===== src/hw/rtl/bdmssm_pkg.sv =====
`default_nettype none
package bdmssm_pkg;

	localparam int unsigned DATA_BITS_DEF = 32;
	localparam int unsigned CMD_BITS_DEF  = 7;
	localparam int unsigned WORD_W        = 32;

	localparam logic REQ_START = 1'b0;
	localparam logic REQ_TICK  = 1'b1;

	localparam logic [1:0] STAT_DATA    = 2'b00;
	localparam logic [1:0] STAT_SEQ_ERR = 2'b01;
	localparam logic [1:0] STAT_IRQ     = 2'b10;

	localparam logic [1:0] RC_OK      = 2'd0;
	localparam logic [1:0] RC_SEQ_ERR = 2'd1;
	localparam logic [1:0] RC_IRQ     = 2'd2;

	typedef struct packed {
		logic              req_type;
		logic              mode_bit;
		logic              control_bit;
		logic [WORD_W-1:0] send_word;
		logic              sampled_dsdo;
	} item_t;

	typedef struct packed {
		logic              drive_dsdi;
		logic              last_bit;
		logic              ready_bit;
		logic [1:0]        target_status;
		logic [WORD_W-1:0] recv_word;
		logic [1:0]        result_code;
	} res_t;

endpackage
`default_nettype wire


===== src/hw/rtl/bdmssm_core.sv =====
`default_nettype none
module bdmssm_core #(
	parameter int unsigned DATA_BITS = bdmssm_pkg::DATA_BITS_DEF,
	parameter int unsigned CMD_BITS  = bdmssm_pkg::CMD_BITS_DEF
) (
	input  wire                 clk,
	input  wire                 arst_n,
	input  wire                 step,
	input  bdmssm_pkg::item_t   item,
	output logic                res_valid,
	output bdmssm_pkg::res_t    res
);

	localparam int unsigned MAXB  = (DATA_BITS > CMD_BITS) ? DATA_BITS : CMD_BITS;
	localparam int unsigned PH_W  = $clog2(MAXB + 4);
	localparam int unsigned IDX_W = PH_W + 2;
	localparam logic [PH_W-1:0] LEN_DATA = PH_W'(DATA_BITS);
	localparam logic [PH_W-1:0] LEN_CMD  = PH_W'(CMD_BITS);
	localparam logic [PH_W-1:0] PH_START = PH_W'(0);
	localparam logic [PH_W-1:0] PH_MODE  = PH_W'(1);
	localparam logic [PH_W-1:0] PH_CTRL  = PH_W'(2);
	localparam logic [PH_W-1:0] PH_DATA0 = PH_W'(3);

	logic [PH_W-1:0]                phase_q;
	logic                           busy_q;
	logic [bdmssm_pkg::WORD_W-1:0]  tx_q;
	logic [bdmssm_pkg::WORD_W-1:0]  rx_q;
	logic [PH_W-1:0]                send_len_q;
	logic [1:0]                     prefix_q;
	logic                           ready_q;
	logic [1:0]                     status_q;

	logic [PH_W-1:0]                n;
	logic [PH_W-1:0]                rlen;
	logic [PH_W-1:0]                total;
	logic [IDX_W-1:0]               idx;
	logic                           tx_bit;
	logic                           drive;
	logic                           last;
	logic [1:0]                     status_nx;
	logic [bdmssm_pkg::WORD_W-1:0]  rx_nx;
	logic                           tick;

	assign tick  = step && (item.req_type == bdmssm_pkg::REQ_TICK) && busy_q;
	assign n     = phase_q - PH_DATA0;
	assign rlen  = (status_q == bdmssm_pkg::STAT_DATA) ? LEN_DATA : LEN_CMD;
	assign total = (send_len_q > rlen) ? send_len_q : rlen;
	assign idx   = IDX_W'(send_len_q) - IDX_W'(1) - IDX_W'(n);
	assign tx_bit = (idx[IDX_W-1:5] == '0) ? tx_q[idx[4:0]] : 1'b0;
	assign rx_nx = {rx_q[bdmssm_pkg::WORD_W-2:0], item.sampled_dsdo};

	always_comb begin
		drive     = 1'b0;
		last      = 1'b0;
		status_nx = status_q;
		case (phase_q)
			PH_START: drive = 1'b1;
			PH_MODE: begin
				drive     = prefix_q[1];
				status_nx = {item.sampled_dsdo, 1'b0};
			end
			PH_CTRL: begin
				drive     = prefix_q[0];
				status_nx = {status_q[1], item.sampled_dsdo};
			end
			default: begin
				drive = (n < send_len_q) ? tx_bit : 1'b0;
				last  = ({1'b0, phase_q} >= ({1'b0, total} + (PH_W+1)'(2)));
			end
		endcase
	end

	always_comb begin
		res_valid         = tick;
		res.drive_dsdi    = drive;
		res.last_bit      = last;
		res.ready_bit     = last ? ready_q : 1'b0;
		res.target_status = last ? status_q : 2'b00;
		res.recv_word     = last ? rx_nx : '0;
		case (status_q)
			bdmssm_pkg::STAT_SEQ_ERR: res.result_code = last ? bdmssm_pkg::RC_SEQ_ERR
			                                                 : bdmssm_pkg::RC_OK;
			bdmssm_pkg::STAT_IRQ:     res.result_code = last ? bdmssm_pkg::RC_IRQ
			                                                 : bdmssm_pkg::RC_OK;
			default:                  res.result_code = bdmssm_pkg::RC_OK;
		endcase
	end

	always_ff @(posedge clk or negedge arst_n) begin
		if (!arst_n) begin
			phase_q    <= '0;
			busy_q     <= 1'b0;
			tx_q       <= '0;
			rx_q       <= '0;
			send_len_q <= LEN_DATA;
			prefix_q   <= '0;
			ready_q    <= 1'b0;
			status_q   <= '0;
		end else if (step && item.req_type == bdmssm_pkg::REQ_START) begin
			prefix_q   <= {item.mode_bit, item.control_bit};
			send_len_q <= item.mode_bit ? LEN_CMD : LEN_DATA;
			tx_q       <= item.send_word;
			rx_q       <= '0;
			ready_q    <= 1'b0;
			status_q   <= '0;
			phase_q    <= '0;
			busy_q     <= 1'b1;
		end else if (tick) begin
			status_q <= status_nx;
			if (phase_q == PH_START)
				ready_q <= item.sampled_dsdo;
			if (phase_q >= PH_DATA0)
				rx_q <= rx_nx;
			if (last) begin
				busy_q  <= 1'b0;
				phase_q <= '0;
			end else begin
				phase_q <= phase_q + PH_W'(1);
			end
		end
	end

endmodule
`default_nettype wire


===== src/hw/rtl/bdm_serial_shift_master.sv =====
`default_nettype none
// Master side of a background-debug serial transfer. A beat with tuser 0
// (start) loads mode, control and send word and gives no result; each later
// beat with tuser 1 (tick) carries the sampled target output and gives one
// result beat with the data-in level for that clock pulse; tlast marks the
// final tick, where ready, status, received word and result code are valid.
// Ticks while idle are dropped. One beat is taken every cycle unless the input
// stalls; a beat passes an input register, the shift/phase logic and a result
// register on its way to the master side. The input stalls only while the
// result register holds a beat that the master side has not yet accepted.
module bdm_serial_shift_master #(
	parameter int unsigned DATA_BITS = bdmssm_pkg::DATA_BITS_DEF,
	parameter int unsigned CMD_BITS  = bdmssm_pkg::CMD_BITS_DEF
) (
	input  wire         clk,
	input  wire         arst_n,
	input  wire         s_tvalid,
	output logic        s_tready,
	// [0] mode_bit, [1] control_bit, [33:2] send_word, [34] sampled_dsdo
	input  wire  [39:0] s_tdata,
	// [0] req_type
	input  wire  [0:0]  s_tuser,
	output logic        m_tvalid,
	input  wire         m_tready,
	// [0] drive_dsdi, [1] ready_bit, [3:2] target_status, [35:4] recv_word,
	// [37:36] result_code
	output logic [39:0] m_tdata,
	output logic        m_tlast
);

	logic               s1_valid_q;
	bdmssm_pkg::item_t  item_s1;
	logic               stall;
	logic               step;
	logic               res_valid;
	bdmssm_pkg::res_t   res;
	logic               out_valid_q;
	bdmssm_pkg::res_t   out_q;

	assign stall    = out_valid_q && !m_tready;
	assign step     = s1_valid_q && !stall;
	assign s_tready = !s1_valid_q || !stall;

	always_ff @(posedge clk or negedge arst_n) begin
		if (!arst_n)
			s1_valid_q <= 1'b0;
		else if (s_tready)
			s1_valid_q <= s_tvalid;
	end

	always_ff @(posedge clk) begin
		if (s_tready && s_tvalid) begin
			item_s1.req_type     <= s_tuser[0];
			item_s1.mode_bit     <= s_tdata[0];
			item_s1.control_bit  <= s_tdata[1];
			item_s1.send_word    <= s_tdata[33:2];
			item_s1.sampled_dsdo <= s_tdata[34];
		end
	end

	bdmssm_core #(
		.DATA_BITS(DATA_BITS),
		.CMD_BITS (CMD_BITS)
	) u_core (
		.clk      (clk),
		.arst_n   (arst_n),
		.step     (step),
		.item     (item_s1),
		.res_valid(res_valid),
		.res      (res)
	);

	always_ff @(posedge clk or negedge arst_n) begin
		if (!arst_n)
			out_valid_q <= 1'b0;
		else if (!stall)
			out_valid_q <= step && res_valid;
	end

	always_ff @(posedge clk) begin
		if (!stall && step && res_valid)
			out_q <= res;
	end

	assign m_tvalid = out_valid_q;
	assign m_tlast  = out_q.last_bit;
	assign m_tdata  = {2'b00, out_q.result_code, out_q.recv_word, out_q.target_status,
	                   out_q.ready_bit, out_q.drive_dsdi};

endmodule
`default_nettype wire


===== config.mk =====
export PLATFORM = sky130hd
export DESIGN_NAME = bdm_serial_shift_master
export DESIGN_NICKNAME = d
export VERILOG_FILES = /design/src/hw/rtl/bdmssm_pkg.sv /design/src/hw/rtl/bdmssm_core.sv /design/src/hw/rtl/bdm_serial_shift_master.sv
export SDC_FILE = /design/constraint.sdc
export NUM_CORES = 1
export LEC_CHECK = 0
export BUFFER_PORTS_ARGS = -buffer_cell sky130_fd_sc_hd__buf_2
export CORE_UTILIZATION = 44
export CTS_CLUSTER_DIAMETER = 200
export DETAILED_ROUTE_END_ITERATION = 7
export SLEW_MARGIN = 20
export SYNTH_ARGS = -nofsm -noshare
export SYNTH_HDL_FRONTEND = slang
export SYNTH_SLANG_ARGS = --single-unit

===== constraint.sdc =====
create_clock -name clk -period 5.9 [get_ports clk]
set_clock_uncertainty 0.05 [all_clocks]
set_input_delay 0.295 -clock clk [delete_from_list [all_inputs] [get_ports clk]]
set_output_delay 0.295 -clock clk [all_outputs]
set_load 0.05 [all_outputs]

==> flow_summary.toml <==
[outcome]
outcome = "finished, final reports clean"

[synthesis]
synth_seq_cells = 153
synth.avg_cell_area_um2 = 11.6
async_flop_share_pct = 51.0
synth_seq_area_share_pct = 63.5
syn_area_mm2 = 0.00663
yosys.area.top_type_share_pct = 34.0
netlist-cell-type-count = 54
synth_ff_type = "dfrtp_1"
yosysWarnings = 0
synth_cells = 572
synth_area_leaders = "edfxtp_1, dfrtp_1, nand2_1"
synth_top_area_cell = "edfxtp_1"
synth_edf_count = 75

[worst_setup_path]
criticalPathCategory = "register to register"
slowest_delay_ps = 370
setup.worst_path.end_class = "register"
cp.arrival_ps = 3330
slowest_stage = "dfrtp_1"
cp.buffers_inverters = 2
cp_max_fo = 36
crit_required_ps = 6210
crit_chain = "inv_1 > ha_1 > nor2_1 > a21o_1 > ha_1 > nand2b_4 > a211o_1 > a211o_1 > a21o_4 > nand2_4 > inv_2 > o31ai_1 > a22o_1"
ff2ff_setup_slack_ps = 2880
critPathTopFamily = "compound AO/OA/AOI/OAI gates"
r2r_cells = 13
reg2reg_from = "u_core.status_q[0]"
cp-start-kind = "register"
rr_endpoint = "u_core.phase_q[5]"

[timing]
whs_ps = 28.7
rsz0062_at_grt = "false"
setup_ws_ps = 2880
hold_viol = 0
tns_ps = 0
period_share_pct = 51.2
maxSlewHeadroom_pct = 48.0
finalSetupViolCount = 0
slew_violations = 0
min_period_ps = 3020
max_freq_mhz = 331
tightest_slew_ps = 781

[drt]
dr_total_vias = 4447
drc = 0
detail_route.vias_per_cell = 5.07
wl_um = 13000
final_antenna_net_count = 0
wl_per_cell_um = 14.8
dr.pass1.iters = 7
dr.first_iter.drc_count = 323

[clock_tree]
cts_tree = "built"
cts_buffers = 17
clock-root-buffer = "clkbuf_16"
htree_levels = 4
cts_buffer_depth = 2
path_clk_slew_ps = 60
clkLatencyLatePin_ps = 420
clock-sinks = 153
post_cts_buffers = 0

[layout]
mostFrequentLayoutCell = "nand2_1"
final_cell_area_mm2 = 0.00813
diodes = 0
fill_cells = 1198
final_cell_mix = "nand2_1, buf_2, dfrtp_1"
drive_gt1_share_pct = 20.1
nets = 744
synthToLayoutAreaGrowth_pct = 22.6

[hold_path]
hold_class = "primary input to register"
min_to = "s1_valid_q"
min_from = "s_tvalid"
holdPathStages = 2

[pwr]
powerDensity_mw_per_mm2 = 406
p_leak_nw = 3.89
peakVddDrop_mv = 0.273

[global_route]
grt_pass1_wl_um = 22300
grt_util_all_layers_pct = 18.3
grt_pass1_vias = 4542
antenna_found_initial = 0
grt-ovfl-total = 0
grt_max_degree = 79

[placement]
finalWeightedCongestion = 0.784
dp_slack_ps = 2890
portBuffers = 80
place_area_mm2 = 0.00716
hpwlAfterDp_um = 7860

[die]
die_area_mm2 = 0.0156
die_w_um = 125
rows = 44
die_h_um = 125
num_io_pins = 88
coreArea_mm2 = 0.0146
start_util_pct = 45.4

[run]
drv_cap = 0
-- where the power goes --
| group | switching [mW] | internal, mW |
|---|---|---|
| Sequential | 0.0888 | 1.26 |
| Combinational | 0.519 | 0.353 |
| Clock | 0.417 | 0.666 |
| Total | 1.02 | 2.27 |
-- final cells by class --
class / count / area, um^2 / area share [%]
Sequential cell: 153 / 4210 / 51.7
Multi-Input combinational cell: 372 / 2230 / 27.4
Timing Repair Buffer: 123 / 827 / 10.2
Clock buffer: 21 / 440 / 5.42
Tap cell: 184 / 230 / 2.83
Clock inverter: 11 / 146 / 1.80
Inverter: 13 / 48.8 / 0.600
-- flip-flops by register name (all words and copies together), names as in the netlist --
name               flops
m_tdata               38
u_core.status_q        2
u_core.busy_q          1
u_core.phase_q         6
m_tlast                1
item_s1               36
m_tvalid               1
u_core.prefix_q        1
u_core.ready_q         1
u_core.tx_q           32
u_core.rx_q           31
s1_valid_q             1
u_core.send_len_q      2
-- metrics by stage --
step           cells  utilization (%)  power [mW]
5_1_grt          877             55.7        3.49
4_1_cts          875             55.5        3.33
3_3_place_gp     808             49.1        2.19
3_5_place_dp     808             49.1        2.22
6_report         877             55.7        3.30
2_1_floorplan    573                -        2.01
-- synthesized netlist by cell type, types with 6 or more instances --
| library cell | n |
|---|---|
| nand3_1 | 37 |
| mux4_2 | 8 |
| clkbuf_1 | 22 |
| and3_1 | 37 |
| o21ai_0 | 7 |
| nor2_1 | 15 |
| buf_2 | 6 |
| edfxtp_1 | 75 |
| inv_1 | 12 |
| nand2_1 | 174 |
| dfrtp_1 | 77 |
| ha_1 | 19 |
| a21oi_1 | 8 |
| mux2i_1 | 9 |
-- worst max-delay path by stage --
stage	slack [ps]	endpoint	cells after the start	startpoint
floorplan	3230	m_tdata[10]	11	u_core.status_q[0]
CTS	2870	u_core.phase_q[5]	13	u_core.status_q[0]
detailed placement	2890	u_core.phase_q[5]	13	u_core.status_q[0]
finish	2880	u_core.phase_q[5]	13	u_core.status_q[0]
global placement	2930	m_tdata[0]	8	u_core.phase_q[0]
global route	2690	u_core.phase_q[5]	13	u_core.status_q[0]
-- repair_timing --
item	CTS	global route
hold buffers	35	1
hold endpoints to repair	35	77
resized for setup	0	0
-- metal layers --
layer	global-route usage [%]	vias to the layer above	routed length [um]
met5	0	-	0
met1	22.2	2116	5560
met4	7.80	0	285
met3	4.47	25	557
li1	-	2186	-
met2	31.2	120	6560
-- logic make-up (layout without fill, tap and decap cells) --
family          after synthesis  count (layout)  share of synthesized area, %
compound gates               40              40                          4.78
xor+xnor                     10              10                          1.55
fa+ha+maj                    19              19                          3.59
buf+inv                      48             168                          3.06
flops                       153             153                          63.5
mux                          18              18                          4.25
other cells                   1               2                        0.0566
simple gates                283             283                          19.3
Note: power is estimated with default switching activity, not from simulation.
